===== config.mk =====
export PLATFORM = sky130hd
export DESIGN_NAME = cea_data_block_classifier_unit
export DESIGN_NICKNAME = d
export VERILOG_FILES = /design/src/hw/rtl/cdbc_pkg.sv /design/src/hw/rtl/cea_data_block_classifier_unit.sv /design/src/hw/rtl/cdbc_parser.sv /design/src/hw/rtl/cdbc_classifier.sv
export SDC_FILE = /design/constraint.sdc
export NUM_CORES = 1
export LEC_CHECK = 0
export ABC_AREA = 1
export BUFFER_PORTS_ARGS = -buffer_cell sky130_fd_sc_hd__buf_2
export CORE_ASPECT_RATIO = 1.25
export CORE_MARGIN = 1
export CORE_UTILIZATION = 37
export CTS_BUF_LIST = sky130_fd_sc_hd__clkbuf_4
export CTS_CLUSTER_SIZE = 24
export DETAILED_ROUTE_END_ITERATION = 8
export PLACE_DENSITY = 0.5
export SYNTH_ARGS = -nofsm -noshare
export SYNTH_HDL_FRONTEND = slang
export SYNTH_SLANG_ARGS = --single-unit

===== constraint.sdc =====
create_clock -name clk -period 7 [get_ports clk]
set_clock_uncertainty 0.05 [all_clocks]
set_input_delay 1.05 -clock clk [delete_from_list [all_inputs] [get_ports clk]]
set_output_delay 1.05 -clock clk [all_outputs]
set_load 0.1 [all_outputs]

===== src/hw/rtl/cdbc_pkg.sv =====
`timescale 1ns / 1ps
// ----------------------------------------------------------------------------
// cdbc_pkg: shared types and constants of the data block classifier
// Block kind codes, tag and extended tag codes, vendor OUIs and the record
// that carries one completed data block from the parser to the classifier.
// ----------------------------------------------------------------------------
package cdbc_pkg;

    // header tag codes
    localparam logic [2:0] TAG_AUDIO   = 3'd1;
    localparam logic [2:0] TAG_VIDEO   = 3'd2;
    localparam logic [2:0] TAG_VENDOR  = 3'd3;
    localparam logic [2:0] TAG_SPEAKER = 3'd4;
    localparam logic [2:0] TAG_EXT     = 3'd7;

    // extended tag codes
    localparam logic [7:0] ETAG_VCAP         = 8'd0;
    localparam logic [7:0] ETAG_VENDOR_VIDEO = 8'd1;
    localparam logic [7:0] ETAG_HDMI_VIDEO   = 8'd4;
    localparam logic [7:0] ETAG_COLORIMETRY  = 8'd5;
    localparam logic [7:0] ETAG_HDR_STATIC   = 8'd6;
    localparam logic [7:0] ETAG_HDR_DYNAMIC  = 8'd7;
    localparam logic [7:0] ETAG_VIDEO_PREF   = 8'd13;
    localparam logic [7:0] ETAG_YCC420_VIDEO = 8'd14;
    localparam logic [7:0] ETAG_YCC420_MAP   = 8'd15;
    localparam logic [7:0] ETAG_VENDOR_AUDIO = 8'd17;
    localparam logic [7:0] ETAG_HDMI_AUDIO   = 8'd18;
    localparam logic [7:0] ETAG_ROOM_CFG     = 8'd19;
    localparam logic [7:0] ETAG_SPEAKER_LOC  = 8'd20;
    localparam logic [7:0] ETAG_INFOFRAME    = 8'd32;
    localparam logic [7:0] ETAG_TIMING7      = 8'd34;
    localparam logic [7:0] ETAG_TIMING8      = 8'd35;
    localparam logic [7:0] ETAG_TIMING10     = 8'd42;
    localparam logic [7:0] ETAG_EXT_OVERRIDE = 8'd120;
    localparam logic [7:0] ETAG_SINK_CAP     = 8'd121;

    // vendor OUIs, first OUI byte in bits 7..0
    localparam logic [23:0] OUI_HDMI       = 24'h000C03;
    localparam logic [23:0] OUI_HDMI_FORUM = 24'hC45DD8;
    localparam logic [23:0] OUI_VRR_RANGE  = 24'h00001A;
    localparam logic [23:0] OUI_HDR_PLUS   = 24'h90848B;
    localparam logic [23:0] OUI_DV         = 24'h00D046;

    // configuration register indexes
    localparam logic CFG_MAX_DATA_SIZE   = 1'b0;
    localparam logic CFG_MAX_BLOCK_COUNT = 1'b1;

    // capability flag bits
    localparam int FLAG_HDMI      = 0;
    localparam int FLAG_HDMI20    = 1;
    localparam int FLAG_HDMI21    = 2;
    localparam int FLAG_AUDIO     = 3;
    localparam int FLAG_UNDERSCAN = 4;

    typedef enum logic [5:0] {
        KIND_END,
        KIND_AUDIO,
        KIND_VIDEO,
        KIND_HDMI,
        KIND_HDMI20,
        KIND_HDMI21,
        KIND_VRR_RANGE,
        KIND_VENDOR,
        KIND_SPEAKER,
        KIND_VCAP,
        KIND_VENDOR_VIDEO,
        KIND_HDR_PLUS_VIDEO,
        KIND_DV_VIDEO,
        KIND_HDMI_VIDEO,
        KIND_COLORIMETRY,
        KIND_HDR_STATIC,
        KIND_HDR_DYNAMIC,
        KIND_VIDEO_PREF,
        KIND_YCC420_VIDEO,
        KIND_YCC420_MAP,
        KIND_VENDOR_AUDIO,
        KIND_DV_AUDIO,
        KIND_HDMI_AUDIO,
        KIND_ROOM_CFG,
        KIND_SPEAKER_LOC,
        KIND_INFOFRAME,
        KIND_TIMING7,
        KIND_TIMING8,
        KIND_TIMING10,
        KIND_EXT_OVERRIDE,
        KIND_SINK_CAP,
        KIND_OTHER_EXT,
        KIND_OTHER
    } kind_t;

    // one completed data block, or an end marker
    typedef struct packed {
        logic            endmark;
        logic            clr;
        logic            at_end;
        logic [2:0]      tag;
        logic [5:0]      len;
        logic [5:0]      index;
        logic [7:1][7:0] body;
    } rec_t;

endpackage


===== src/hw/rtl/cea_data_block_classifier_unit.sv =====
`timescale 1ns / 1ps
// ----------------------------------------------------------------------------
// cea_data_block_classifier_unit: data block collection classifier
// Walks a CEA-861 data block collection one byte per beat and emits one
// classified result per completed block or end marker.
// ----------------------------------------------------------------------------
//  channel   direction  handshake                payload
//  item      in         item_valid/item_ready    data_byte, start_of_region
//  result    out        result_valid/result_ready block_kind .. region_end
//  config    in         cfg_write                cfg_index, cfg_data
//
//  one byte is taken every cycle while the record stage is not held; a
//  completed block passes the parser record, then the result register
//  reset leaves the parse state clear and the registers at 127 and 64
//  a held result stalls the record stage, and only then the byte input
// ----------------------------------------------------------------------------
module cea_data_block_classifier_unit
    import cdbc_pkg::*;
#(
    parameter int MAX_BYTES  = 128,
    parameter int MAX_BLOCKS = 64
) (
    input  logic        clk,
    input  logic        rst_n,
    input  logic        item_valid,
    output logic        item_ready,
    input  logic [7:0]  data_byte,
    input  logic        start_of_region,
    output logic        result_valid,
    input  logic        result_ready,
    output logic [5:0]  block_kind,
    output logic [5:0]  block_index,
    output logic [5:0]  block_length,
    output logic [23:0] vendor_id,
    output logic [10:0] link_rate,
    output logic [7:0]  range_low,
    output logic [7:0]  range_high,
    output logic [4:0]  capability_flags,
    output logic        region_end,
    input  logic        cfg_write,
    input  logic        cfg_index,
    input  logic [7:0]  cfg_data
);

    logic [7:0] size_reg;
    logic [6:0] count_reg;
    logic       rec_valid;
    logic       rec_ready;
    rec_t       rec;

    // configuration registers
    always_ff @(posedge clk or negedge rst_n)
    begin
        if (!rst_n)
        begin
            size_reg  <= 8'd127;
            count_reg <= 7'd64;
        end
        else if (cfg_write)
        begin
            unique case (cfg_index)
                CFG_MAX_DATA_SIZE:   size_reg  <= cfg_data;
                CFG_MAX_BLOCK_COUNT: count_reg <= cfg_data[6:0];
                default:             size_reg  <= size_reg;
            endcase
        end
    end

    // byte parser
    cdbc_parser #(
        .MAX_BYTES  (MAX_BYTES),
        .MAX_BLOCKS (MAX_BLOCKS)
    ) u_parser (
        .clk             (clk),
        .rst_n           (rst_n),
        .item_valid      (item_valid),
        .item_ready      (item_ready),
        .data_byte       (data_byte),
        .start_of_region (start_of_region),
        .max_data_size   (size_reg),
        .max_block_count (count_reg),
        .rec_valid       (rec_valid),
        .rec             (rec),
        .rec_ready       (rec_ready)
    );

    // classification and result register
    cdbc_classifier u_classifier (
        .clk              (clk),
        .rst_n            (rst_n),
        .rec_valid        (rec_valid),
        .rec              (rec),
        .rec_ready        (rec_ready),
        .result_valid     (result_valid),
        .result_ready     (result_ready),
        .block_kind       (block_kind),
        .block_index      (block_index),
        .block_length     (block_length),
        .vendor_id        (vendor_id),
        .link_rate        (link_rate),
        .range_low        (range_low),
        .range_high       (range_high),
        .capability_flags (capability_flags),
        .region_end       (region_end)
    );

endmodule


===== src/hw/rtl/cdbc_parser.sv =====
`timescale 1ns / 1ps
// ----------------------------------------------------------------------------
// cdbc_parser: byte-level walk of the data block collection
// Tracks offset, header length and body bytes; hands each completed block
// (or end marker) to the classifier as one registered record.
// ----------------------------------------------------------------------------
module cdbc_parser
    import cdbc_pkg::*;
#(
    parameter int MAX_BYTES  = 128,
    parameter int MAX_BLOCKS = 64
) (
    input  logic       clk,
    input  logic       rst_n,
    input  logic       item_valid,
    output logic       item_ready,
    input  logic [7:0] data_byte,
    input  logic       start_of_region,
    input  logic [7:0] max_data_size,
    input  logic [6:0] max_block_count,
    output logic       rec_valid,
    output rec_t       rec,
    input  logic       rec_ready
);

    localparam int         SEEN_W    = $clog2(MAX_BLOCKS + 1);
    localparam logic [8:0] BYTE_CAP  = 9'(MAX_BYTES);
    localparam logic [7:0] BLOCK_CAP = 8'(MAX_BLOCKS);

    logic [7:0]        offset_reg, offset_next;
    logic [4:0]        left_reg, left_next;
    logic [2:0]        tag_reg, tag_next;
    logic [5:0]        len_reg, len_next;
    logic [7:1][7:0]   body_reg, body_next;
    logic [SEEN_W-1:0] seen_reg, seen_next;
    logic              pend_reg, pend_next;
    logic              rec_valid_reg, rec_valid_next;
    rec_t              rec_reg, rec_next;

    logic              accept;
    logic              emit;
    logic [8:0]        limit9;
    logic [7:0]        limit;
    logic [7:0]        blimit;
    logic [7:0]        ofs_c;
    logic [4:0]        left_c;
    logic [SEEN_W-1:0] seen_c;
    logic              live;
    logic              at_end;
    logic              seen_full;
    logic [7:0]        avail;
    logic [4:0]        size;
    logic [5:0]        k;

    assign item_ready = !rec_valid_reg || rec_ready;
    assign accept     = item_valid && item_ready;
    assign rec_valid  = rec_valid_reg;
    assign rec        = rec_reg;

    // effective limits and current position
    always_comb
    begin
        limit9    = ({1'b0, max_data_size} > BYTE_CAP) ? BYTE_CAP : {1'b0, max_data_size};
        limit     = limit9[7:0];
        blimit    = ({1'b0, max_block_count} > BLOCK_CAP) ? BLOCK_CAP
                                                          : {1'b0, max_block_count};
        ofs_c     = start_of_region ? 8'd0 : offset_reg;
        left_c    = start_of_region ? 5'd0 : left_reg;
        seen_c    = start_of_region ? '0 : seen_reg;
        live      = ofs_c < limit;
        at_end    = (ofs_c + 8'd1) == limit;
        seen_full = 8'(seen_c) >= blimit;
        avail     = limit - ofs_c - 8'd1;
        size      = ({3'b000, data_byte[4:0]} > avail) ? avail[4:0] : data_byte[4:0];
        k         = len_reg - {1'b0, left_reg};
    end

    // parse step for one accepted beat
    always_comb
    begin
        offset_next = offset_reg;
        left_next   = left_reg;
        tag_next    = tag_reg;
        len_next    = len_reg;
        body_next   = body_reg;
        seen_next   = seen_reg;
        emit        = 1'b0;
        rec_next    = rec_reg;
        if (accept)
        begin
            if (start_of_region)
            begin
                offset_next = '0;
                left_next   = '0;
                tag_next    = '0;
                len_next    = '0;
                body_next   = '0;
                seen_next   = '0;
            end
            if (live)
            begin
                if (left_c == 5'd0)
                begin
                    if (!seen_full)
                    begin
                        offset_next = ofs_c + 8'd1;
                        tag_next    = data_byte[7:5];
                        if (data_byte[7:5] == 3'd0 && size == 5'd0)
                        begin
                            // padding: end marker only on the last region byte
                            if (at_end)
                            begin
                                emit = 1'b1;
                                rec_next.endmark = 1'b1;
                                rec_next.tag     = 3'd0;
                                rec_next.len     = 6'd0;
                                rec_next.body    = '0;
                            end
                        end
                        else
                        begin
                            len_next  = {1'b0, size} + 6'd1;
                            body_next = '0;
                            if (size == 5'd0)
                            begin
                                emit      = 1'b1;
                                seen_next = seen_c + SEEN_W'(1);
                                rec_next.endmark = 1'b0;
                                rec_next.tag     = data_byte[7:5];
                                rec_next.len     = 6'd1;
                                rec_next.body    = '0;
                            end
                            else
                            begin
                                left_next = size;
                            end
                        end
                    end
                end
                else
                begin
                    // body byte: keep bytes 1..7 only
                    offset_next = ofs_c + 8'd1;
                    for (int i = 1; i <= 7; i++)
                    begin
                        if (k == 6'(i))
                        begin
                            body_next[i] = data_byte;
                        end
                    end
                    left_next = left_reg - 5'd1;
                    if (left_reg == 5'd1)
                    begin
                        emit      = 1'b1;
                        seen_next = seen_reg + SEEN_W'(1);
                        rec_next.endmark = 1'b0;
                        rec_next.tag     = tag_reg;
                        rec_next.len     = len_reg;
                        rec_next.body    = body_next;
                    end
                end
            end
            rec_next.index  = 6'(seen_c);
            rec_next.at_end = at_end;
            rec_next.clr    = pend_reg || start_of_region;
        end
        rec_valid_next = emit || (rec_valid_reg && !rec_ready);
        if (emit)
        begin
            pend_next = 1'b0;
        end
        else
        begin
            pend_next = pend_reg || (accept && start_of_region);
        end
    end

    // parse state
    always_ff @(posedge clk or negedge rst_n)
    begin
        if (!rst_n)
        begin
            offset_reg    <= '0;
            left_reg      <= '0;
            tag_reg       <= '0;
            len_reg       <= '0;
            body_reg      <= '0;
            seen_reg      <= '0;
            pend_reg      <= 1'b0;
            rec_valid_reg <= 1'b0;
        end
        else
        begin
            offset_reg    <= offset_next;
            left_reg      <= left_next;
            tag_reg       <= tag_next;
            len_reg       <= len_next;
            body_reg      <= body_next;
            seen_reg      <= seen_next;
            pend_reg      <= pend_next;
            rec_valid_reg <= rec_valid_next;
        end
    end

    // record payload
    always_ff @(posedge clk)
    begin
        if (emit)
        begin
            rec_reg <= rec_next;
        end
    end

endmodule


===== src/hw/rtl/cdbc_classifier.sv =====
`timescale 1ns / 1ps
// ----------------------------------------------------------------------------
// cdbc_classifier: block classification and result register
// Decodes kind, vendor ID, link rate and refresh range of one record and
// keeps the running capability flags.
// ----------------------------------------------------------------------------
module cdbc_classifier
    import cdbc_pkg::*;
(
    input  logic        clk,
    input  logic        rst_n,
    input  logic        rec_valid,
    input  rec_t        rec,
    output logic        rec_ready,
    output logic        result_valid,
    input  logic        result_ready,
    output logic [5:0]  block_kind,
    output logic [5:0]  block_index,
    output logic [5:0]  block_length,
    output logic [23:0] vendor_id,
    output logic [10:0] link_rate,
    output logic [7:0]  range_low,
    output logic [7:0]  range_high,
    output logic [4:0]  capability_flags,
    output logic        region_end
);

    logic        valid_reg, valid_next;
    logic [4:0]  flags_reg, flags_next;
    logic [5:0]  kind_reg;
    logic [5:0]  index_reg;
    logic [5:0]  len_reg;
    logic [23:0] vid_reg, vid_next;
    logic [10:0] rate_reg, rate_next;
    logic [7:0]  lo_reg, lo_next;
    logic [7:0]  hi_reg, hi_next;
    logic        end_reg;

    logic        adv;
    kind_t       kind;
    logic [23:0] oui1;
    logic [23:0] oui2;
    logic [3:0]  r;
    logic [10:0] b5x5;
    logic [10:0] b7x5;
    logic [5:0]  len_out;

    assign rec_ready = !valid_reg || result_ready;
    assign adv       = rec_valid && rec_ready;
    assign oui1      = {rec.body[3], rec.body[2], rec.body[1]};
    assign oui2      = {rec.body[4], rec.body[3], rec.body[2]};
    assign r         = rec.body[7][7:4];
    assign b5x5      = {1'b0, rec.body[5], 2'b00} + {3'b000, rec.body[5]};
    assign b7x5      = {1'b0, rec.body[7], 2'b00} + {3'b000, rec.body[7]};
    assign len_out   = rec.endmark ? 6'd0 : rec.len;

    // kind from tag, vendor OUI and extended tag
    always_comb
    begin
        kind = KIND_OTHER;
        if (rec.endmark)
        begin
            kind = KIND_END;
        end
        else
        begin
            unique case (rec.tag)
                TAG_AUDIO: kind = KIND_AUDIO;
                TAG_VIDEO: kind = KIND_VIDEO;
                TAG_VENDOR:
                begin
                    if (rec.len < 6'd4)
                        kind = KIND_OTHER;
                    else if (rec.len >= 6'd6 && oui1 == OUI_HDMI)
                        kind = KIND_HDMI;
                    else if (rec.len >= 6'd8 && oui1 == OUI_HDMI_FORUM)
                        kind = (rec.len >= 6'd9 || r != 4'd0) ? KIND_HDMI21 : KIND_HDMI20;
                    else if (rec.len >= 6'd9 && oui1 == OUI_VRR_RANGE
                             && rec.body[6] != 8'd0 && rec.body[7] != 8'd0
                             && rec.body[6] <= rec.body[7])
                        kind = KIND_VRR_RANGE;
                    else
                        kind = KIND_VENDOR;
                end
                TAG_SPEAKER: kind = (rec.len < 6'd4) ? KIND_OTHER : KIND_SPEAKER;
                TAG_EXT:
                begin
                    if (rec.len < 6'd2)
                    begin
                        kind = KIND_OTHER;
                    end
                    else
                    begin
                        unique case (rec.body[1])
                            ETAG_VCAP:
                                kind = (rec.len < 6'd3) ? KIND_OTHER_EXT : KIND_VCAP;
                            ETAG_VENDOR_VIDEO:
                            begin
                                if (rec.len < 6'd5)
                                    kind = KIND_OTHER_EXT;
                                else if (oui2 == OUI_HDR_PLUS)
                                    kind = KIND_HDR_PLUS_VIDEO;
                                else if (oui2 == OUI_DV)
                                    kind = KIND_DV_VIDEO;
                                else
                                    kind = KIND_VENDOR_VIDEO;
                            end
                            ETAG_HDMI_VIDEO:   kind = KIND_HDMI_VIDEO;
                            ETAG_COLORIMETRY:
                                kind = (rec.len < 6'd4) ? KIND_OTHER_EXT : KIND_COLORIMETRY;
                            ETAG_HDR_STATIC:
                                kind = (rec.len < 6'd4) ? KIND_OTHER_EXT : KIND_HDR_STATIC;
                            ETAG_HDR_DYNAMIC:  kind = KIND_HDR_DYNAMIC;
                            ETAG_VIDEO_PREF:   kind = KIND_VIDEO_PREF;
                            ETAG_YCC420_VIDEO: kind = KIND_YCC420_VIDEO;
                            ETAG_YCC420_MAP:   kind = KIND_YCC420_MAP;
                            ETAG_VENDOR_AUDIO:
                            begin
                                if (rec.len < 6'd5)
                                    kind = KIND_OTHER_EXT;
                                else if (oui2 == OUI_DV)
                                    kind = KIND_DV_AUDIO;
                                else
                                    kind = KIND_VENDOR_AUDIO;
                            end
                            ETAG_HDMI_AUDIO:   kind = KIND_HDMI_AUDIO;
                            ETAG_ROOM_CFG:     kind = KIND_ROOM_CFG;
                            ETAG_SPEAKER_LOC:  kind = KIND_SPEAKER_LOC;
                            ETAG_INFOFRAME:    kind = KIND_INFOFRAME;
                            ETAG_TIMING7:      kind = KIND_TIMING7;
                            ETAG_TIMING8:      kind = KIND_TIMING8;
                            ETAG_TIMING10:     kind = KIND_TIMING10;
                            ETAG_EXT_OVERRIDE: kind = KIND_EXT_OVERRIDE;
                            ETAG_SINK_CAP:     kind = KIND_SINK_CAP;
                            default:           kind = KIND_OTHER_EXT;
                        endcase
                    end
                end
                default: kind = KIND_OTHER;
            endcase
        end
    end

    // vendor ID, link rate, refresh range and flags
    always_comb
    begin
        vid_next  = 24'd0;
        rate_next = 11'd0;
        lo_next   = 8'd0;
        hi_next   = 8'd0;
        case (kind)
            KIND_HDMI, KIND_HDMI20, KIND_HDMI21, KIND_VRR_RANGE, KIND_VENDOR:
                vid_next = oui1;
            KIND_VENDOR_VIDEO, KIND_HDR_PLUS_VIDEO, KIND_DV_VIDEO,
            KIND_VENDOR_AUDIO, KIND_DV_AUDIO:
                vid_next = oui2;
            default:
                vid_next = 24'd0;
        endcase
        if (kind == KIND_HDMI && rec.len > 6'd7)
        begin
            rate_next = b7x5;
        end
        else if ((kind == KIND_HDMI20 || kind == KIND_HDMI21) && rec.len > 6'd7)
        begin
            // FRL code in the top nibble of byte 7
            if (r == 4'd0)
                rate_next = b5x5;
            else if (r <= 4'd2)
                rate_next = {4'b0000, r, 3'b000} + {7'd0, r};
            else if (r <= 4'd6)
                rate_next = {4'd0, r, 3'b000};
            else
                rate_next = 11'd0;
        end
        if (kind == KIND_VRR_RANGE)
        begin
            lo_next = rec.body[6];
            hi_next = rec.body[7];
        end
        flags_next = rec.clr ? 5'd0 : flags_reg;
        if (kind == KIND_HDMI)
            flags_next[FLAG_HDMI] = 1'b1;
        if (kind == KIND_HDMI20)
            flags_next[FLAG_HDMI20] = 1'b1;
        if (kind == KIND_HDMI21)
            flags_next[FLAG_HDMI21] = 1'b1;
        if (kind == KIND_AUDIO || kind == KIND_SPEAKER)
            flags_next[FLAG_AUDIO] = 1'b1;
        if (kind == KIND_VCAP && rec.body[2][3:2] == 2'b10)
            flags_next[FLAG_UNDERSCAN] = 1'b1;
        valid_next = adv || (valid_reg && !result_ready);
    end

    // control state
    always_ff @(posedge clk or negedge rst_n)
    begin
        if (!rst_n)
        begin
            valid_reg <= 1'b0;
            flags_reg <= '0;
        end
        else
        begin
            valid_reg <= valid_next;
            if (adv)
            begin
                flags_reg <= flags_next;
            end
        end
    end

    // result payload
    always_ff @(posedge clk)
    begin
        if (adv)
        begin
            kind_reg  <= 6'(kind);
            index_reg <= rec.index;
            len_reg   <= len_out;
            vid_reg   <= vid_next;
            rate_reg  <= rate_next;
            lo_reg    <= lo_next;
            hi_reg    <= hi_next;
            end_reg   <= rec.at_end;
        end
    end

    assign result_valid     = valid_reg;
    assign block_kind       = kind_reg;
    assign block_index      = index_reg;
    assign block_length     = len_reg;
    assign vendor_id        = vid_reg;
    assign link_rate        = rate_reg;
    assign range_low        = lo_reg;
    assign range_high       = hi_reg;
    assign capability_flags = flags_reg;
    assign region_end       = end_reg;

endmodule


==> flow_metrics.env, run 1 <==
export IMPL_place_gp_congestion=0.8711
export IMPL_synthesis_instances=2062
export IMPL_yosysSeqAreaShare_pct=44.64
export IMPL_ys_flop_type="edfxtp_1"
export IMPL_period_share_pct=78.78
export IMPL_critical_path_arrival_ns=5.89
export IMPL_wl_mm=45.97
export IMPL_power_density_nw_per_um2=361.9
export IMPL_cp_max_fo=67
export IMPL_final_antenna_net_count=0
export IMPL_dieArea_sq_um=43440
export IMPL_globalRouteTotalUtil_pct=21.34
export IMPL_fill_cells=4411
export IMPL_num_vias=13993
export IMPL_hpwl_mm=33.06
export IMPL_synth_cell_type_count=51
export IMPL_avgViaCountPerCell=5.012
export IMPL_post_cts_setup_buffers=0
export IMPL_die_w_microns=186.6
export IMPL_syn_area_per_cell_sq_um=7.644
export IMPL_power_frac_seq_pct=34.0
export IMPL_clkSinkCount=252
export IMPL_cts_tree="yes"
export IMPL_setup_viol=0
export IMPL_switching_share_pct=45.83
export IMPL_yosysTopAreaCell="edfxtp_1"
export IMPL_combPwrFrac_pct=44.6
export IMPL_drtIter0Drc=1169
export IMPL_regArea_sq_um=7037
export IMPL_syn_area_sq_um=15760
export IMPL_startpoint_type="flop"
export IMPL_grt_busiest_layer="met2"
export IMPL_gr_total_overflow=0
export IMPL_layout_drive_gt1_share_pct=12.82
export IMPL_synth_top_area_share_pct=27.43
export IMPL_insertion_delay_ns=0.80
export IMPL_fp_dieH_microns=232.8
export IMPL_grt_pass1_wl_mm=72.68
export IMPL_rsz0062_at_grt="false"
export IMPL_relSlewSlack_pct=23.08
export IMPL_period_needed_ns=5.514
export IMPL_use_met2_pct=34.62
export IMPL_status="complete, no violations"
export IMPL_multi_input_area_sq_um=7187
export IMPL_grt_max_degree=68
export IMPL_nets=2268
export IMPL_cts_made_buffers=69
export IMPL_worst_pin_slew_ns=1.149
export IMPL_path_class="flop to flop"
export IMPL_ys_top_cells_by_area="edfxtp_1 27%, dfrtp_1 16%, nand2_1 13%"
export IMPL_ys_warn_count=0
export IMPL_switching_power_mw=2.932
export IMPL_fmax_mhz=181.3
export IMPL_cts_resized=0
export IMPL_core_area_sq_um=42040
export IMPL_cts_buffer_depth=3
export IMPL_gr_usage_met3_pct=4.087
export IMPL_clkPwrFrac_pct=21.4
export IMPL_drc=0
export IMPL_p_leak_nw=8.595
export IMPL_num_rows=84
export IMPL_firstDrtPassIters=6
export IMPL_clk_transition_reported_paths_ns=0.06
export IMPL_internal_power_mw=3.465
export IMPL_final_common_cell="nand2_1"
export IMPL_use_met1_pct=26.81
export IMPL_routedWlPerCell_microns=16.46
export IMPL_hold_viol_final=0
export IMPL_maxCapViolations=0
export IMPL_grt_pass1_vias=13396
export IMPL_required_ns=7.37
export IMPL_syn_nets=2151
export IMPL_io_pins=100
export IMPL_peakVddDrop_mv=0.2679
export IMPL_synth_edff_count=144
export IMPL_endpoint_kind="flop"
export IMPL_ys_ff_latch=252
export IMPL_synthArstFlopShare_pct=42.86
export IMPL_antenna_found_initial=3
export IMPL_initial_utilization_pct=37.49
export IMPL_largest_reg_flops=74
export IMPL_root_buffer="clkbuf_4"
export IMPL_io_buffers=99
export IMPL_power_mw=6.397
export IMPL_hold_buffers=0
export IMPL_syn_to_final_growth_pct=12.15
export IMPL_final_cell_mix="532 x nand2_1, 304 x inv_1, 203 x nor2_1"
export IMPL_hold_path_class="input port to asynchronous set/reset pin"
export IMPL_htree_levels=3
export IMPL_setup_tns_ns=0
export IMPL_report_final_slew_viol_count=0
-- through the flow --
step	instances	hold WS (ns)	utilization [%]	setup slack [ns]	area, sq um
final	2792	0.2814	42.05	1.486	17680
after global routing	2792	0.3410	42.05	1.040	17680
after CTS	2790	0.2807	42.04	1.522	17670
after detailed placement	2667	0.3556	39.92	0.9893	16780
after global placement	2667	0.3655	39.92	1.173	16780
after floorplan	2062	0.3503	-	0.2944	15760
-- path summary, 6_finish.rpt --
path | start | to | slack (ns) | depth (start not counted)
setup / recovery | size_reg[0] | u_parser.rec[13] | 1.49 | 26
hold / removal | rst_n | u_classifier.capability_flags[1] | 0.28 | 1
setup reg to reg | size_reg[0] | u_parser.rec[13] | 1.49 | 26
hold reg to reg | u_parser.rec[58] | u_classifier.block_index[2] | 0.37 | 0
max in group asynchronous | rst_n | u_parser.body_reg[15] | 5.25 | 2
min in group clk | u_parser.rec[58] | u_classifier.block_index[2] | 0.37 | 0
-- cell usage after synthesis (all sizes together) (3+ instances only) --
cell,n
a21oi,94
nand4,42
edfxtp,144
nand3b,9
inv,319
a31oi,6
clkinv,3
dfrtp,100
o21bai,3
nor4,5
o31ai,3
nand3,148
ha,62
or2,3
a211oi,11
fa,4
o211ai,29
dfstp,8
clkbuf,49
buf,22
nor3,34
nor2,217
o21ai,150
xnor2,7
xor2,25
o22ai,4
nand2,549
-- logic make-up after synthesis --
kind of cell | Yosys count | share of synthesized area (%)
adder cells (fa/ha/maj) | 66 | 5.429
flip-flops | 252 | 44.64
AO/OA/AOI/OAI | 308 | 10.84
AND/OR/NAND/NOR | 1011 | 27.49
buffers and inverters | 393 | 9.827
XOR/XNOR | 32 | 1.778
-- power by group through the flow --
stage / Combinational, mW / Clock (mW) / Sequential [mW]
2_1_floorplan: 1.79 / 0 / 2.57
4_1_cts: 2.85 / 1.42 / 2.17
3_5_place_dp: 2.85 / 0 / 2.20
5_1_grt: 3.19 / 1.49 / 2.21
3_3_place_gp: 2.80 / 0 / 2.20
6_report: 2.85 / 1.37 / 2.18
-- cell type report --
cell class	count	share of cell area, %
antenna	2	0.02831
clock buffer	97	4.119
clock inverter	26	0.9060
inverter	322	6.873
multi-input combinational	1417	40.66
sequential	252	39.81
tap	559	3.957
timing repair buffer	117	3.652
-- critical path, cell delays in order (launching register included) --
cell      delay [ns]
dfstp_2         0.38
nor4_1          0.28
nand3_1         0.10
nand2_1         0.14
inv_1           0.05
nor2_1          0.27
ha_1            0.24
inv_1           0.06
fa_1            0.41
o21bai_1        0.18
xnor2_1         0.22
ha_1            0.32
nand4_1         0.10
nand2_1         0.07
nor2_2          0.26
nand2_4         0.13
o21ai_0         0.40
ha_1            0.25
nand3_1         0.10
nor2_2          0.26
inv_1           0.10
nor2_1          0.10
nand2_1         0.07
nand2_1         0.06
nand2_1         0.10
inv_2           0.09
buf_12          0.30
-- per-layer routing --
layer	vias to the layer above	share of wire (%)
met2	422	46
met3	124	5.4
met4	2	4.5
li1	7011	-
met1	6434	44
met5	-	0.028
No activity file was read; power rests on OpenSTA's default activity.
==> inputs of run 2 (changes only) <==
Clock period 7 ns to 5.2 ns, I/O delays scaled along.
==> flow_metrics.env, run 2 (synthesized netlist as in run 1, its figures left out) <==
export IMPL_nets=2284
export IMPL_largest_reg_flops=74
export IMPL_slowest_stage="dfstp_2"
export IMPL_grt_pass1_wl_mm=72.84
export IMPL_startpoint_type="flop"
export IMPL_cts_tree="yes"
export IMPL_path_class="flop to flop"
export IMPL_globalRouteTotalUtil_pct=21.39
export IMPL_instances_no_fill=2809
export IMPL_io_pins=100
export IMPL_relSlewSlack_pct=25.24
export IMPL_dieArea_sq_um=43440
export IMPL_critical_path_arrival_ns=5.15
export IMPL_fin_area_sq_um=17980
export IMPL_hold_viol_final=0
export IMPL_place_area_sq_um=16900
export IMPL_antenna_found_initial=3
export IMPL_num_vias=14093
export IMPL_final_common_cell="nand2_1"
export IMPL_p_leak_nw=8.708
export IMPL_avgViaCountPerCell=5.017
export IMPL_routedWlPerCell_microns=16.53
export IMPL_utilization_pct=42.76
export IMPL_hold_path_class="input port to flop"
export IMPL_crit_family="simple AND/OR/NAND/NOR gates"
export IMPL_power_mw=8.773
export IMPL_met2WireLength_mm=22.43
export IMPL_setup_slack_ns=0.4509
export IMPL_status="complete, no violations"
export IMPL_worst_pin_slew_ns=1.117
export IMPL_clk_transition_reported_paths_ns=0.06
export IMPL_routed_top_layer="met5"
export IMPL_required_ns=5.60
export IMPL_drtIter0Drc=968
export IMPL_cts_buffer_depth=3
export IMPL_firstDrtPassIters=5
export IMPL_cts_made_buffers=69
export IMPL_htree_levels=3
export IMPL_period_share_pct=91.33
export IMPL_hpwl_mm=33.48
export IMPL_whs_ns=0.2112
export IMPL_power_density_nw_per_um2=488.0
export IMPL_wl_met1_mm=19.65
export IMPL_clkSinkCount=252
export IMPL_drc=0
export IMPL_layout_drive_gt1_share_pct=14.23
export IMPL_crit_buf_inv=6
export IMPL_insertion_delay_ns=0.77
export IMPL_gr_total_overflow=0
export IMPL_final_antenna_net_count=0
export IMPL_setup_viol=0
export IMPL_cp_max_fo=22
export IMPL_pre_cts_slack_ns=0.1901
export IMPL_period_needed_ns=4.749
export IMPL_fmax_mhz=210.6
export IMPL_peakVddDrop_mv=0.2964
export IMPL_initial_utilization_pct=37.49
export IMPL_report_final_slew_viol_count=0
export IMPL_num_rows=84
export IMPL_wl_mm=46.44
export IMPL_multi_input_area_sq_um=7271
export IMPL_slowest_delay_ns=0.38
export IMPL_path_common_cell="nand2_1"
export IMPL_grt_max_degree=104
export IMPL_final_cell_mix="529 x nand2_1, 302 x inv_1, 200 x nor2_1"
export IMPL_syn_to_final_growth_pct=14.06
export IMPL_endpoint_kind="flop"
export IMPL_io_buffers=99
export IMPL_rsz0062_at_grt="false"
export IMPL_fill_cells=4388
export IMPL_wl_met3_mm=2.657
export IMPL_post_place_cells=2673
export IMPL_maxCapViolations=0
export IMPL_core_area_sq_um=42040
export IMPL_root_buffer="clkbuf_4"
export IMPL_setup_tns_ns=0
export IMPL_fp_dieH_microns=232.8
export IMPL_die_w_microns=186.6
export IMPL_place_gp_congestion=0.9078
export IMPL_regArea_sq_um=7037
export IMPL_grt_pass1_vias=13594
-- run 2: cell count changes in the layout (fill, tap and decap cells not counted), moves of 2 or more --
cell / previous run / this run
inv_1: 304 / 302
clkinv_1: 20 / 17
buf_4: 18 / 29
nand2_2: 12 / 14
ha_1: 62 / 60
clkbuf_4: 97 / 99
o21ai_0: 115 / 113
clkbuf_16: 0 / 2
nor2_1: 203 / 200
inv_2: 14 / 16
nand2_1: 532 / 529
nor2_4: 3 / 6
-- run 2: repair_timing --
action,CTS,global route
hold buffers,1,0
endpoints found under the hold margin,10,0
endpoints found under the setup margin,0,98
resized for setup,0,8
setup buffers,0,6
-- run 2: cell type report --
class / instances / share of cell area [%]
Clock inverter: 25 / 1.023
Sequential cell: 252 / 39.14
Timing Repair inverter: 1 / 0.02784
Clock buffer: 99 / 4.134
Tap cell: 559 / 3.890
Timing Repair Buffer: 132 / 4.496
Multi-Input combinational cell: 1417 / 40.44
Antenna cell: 2 / 0.02784
Inverter: 322 / 6.820
-- run 2: where the power goes --
part           switching [mW]  internal (mW)
clock network           0.888           1.03
logic                    2.84           1.09
registers               0.270           2.65
total                    4.00           4.77
-- run 2: worst paths after layout --
kind                       slack [ns]  cells after the start        startpoint                               end
min reg2reg                      0.37                      0  u_parser.rec[57]       u_classifier.block_index[1]
max in group asynchronous        3.71                      3             rst_n             u_parser.body_reg[16]
min                              0.21                      3       cfg_data[6]                      count_reg[6]
min in group asynchronous        0.36                      2             rst_n  u_classifier.capability_flags[3]
max reg2reg                      0.45                     32       size_reg[0]                   u_parser.rec[5]
max                              0.45                     32       size_reg[0]                   u_parser.rec[5]
-- run 2: worst min-delay path, stage by stage --
cell and delay, ns:
buf_2 0.10, inv_1 0.06, o21ai_0 0.08
-- run 2: per-layer routing --
metal	track usage [%]	up-vias
li1	-	7049
met4	10.73	4
met2	36.60	438
met3	3.937	105
met1	25.78	6497
met5	0	-
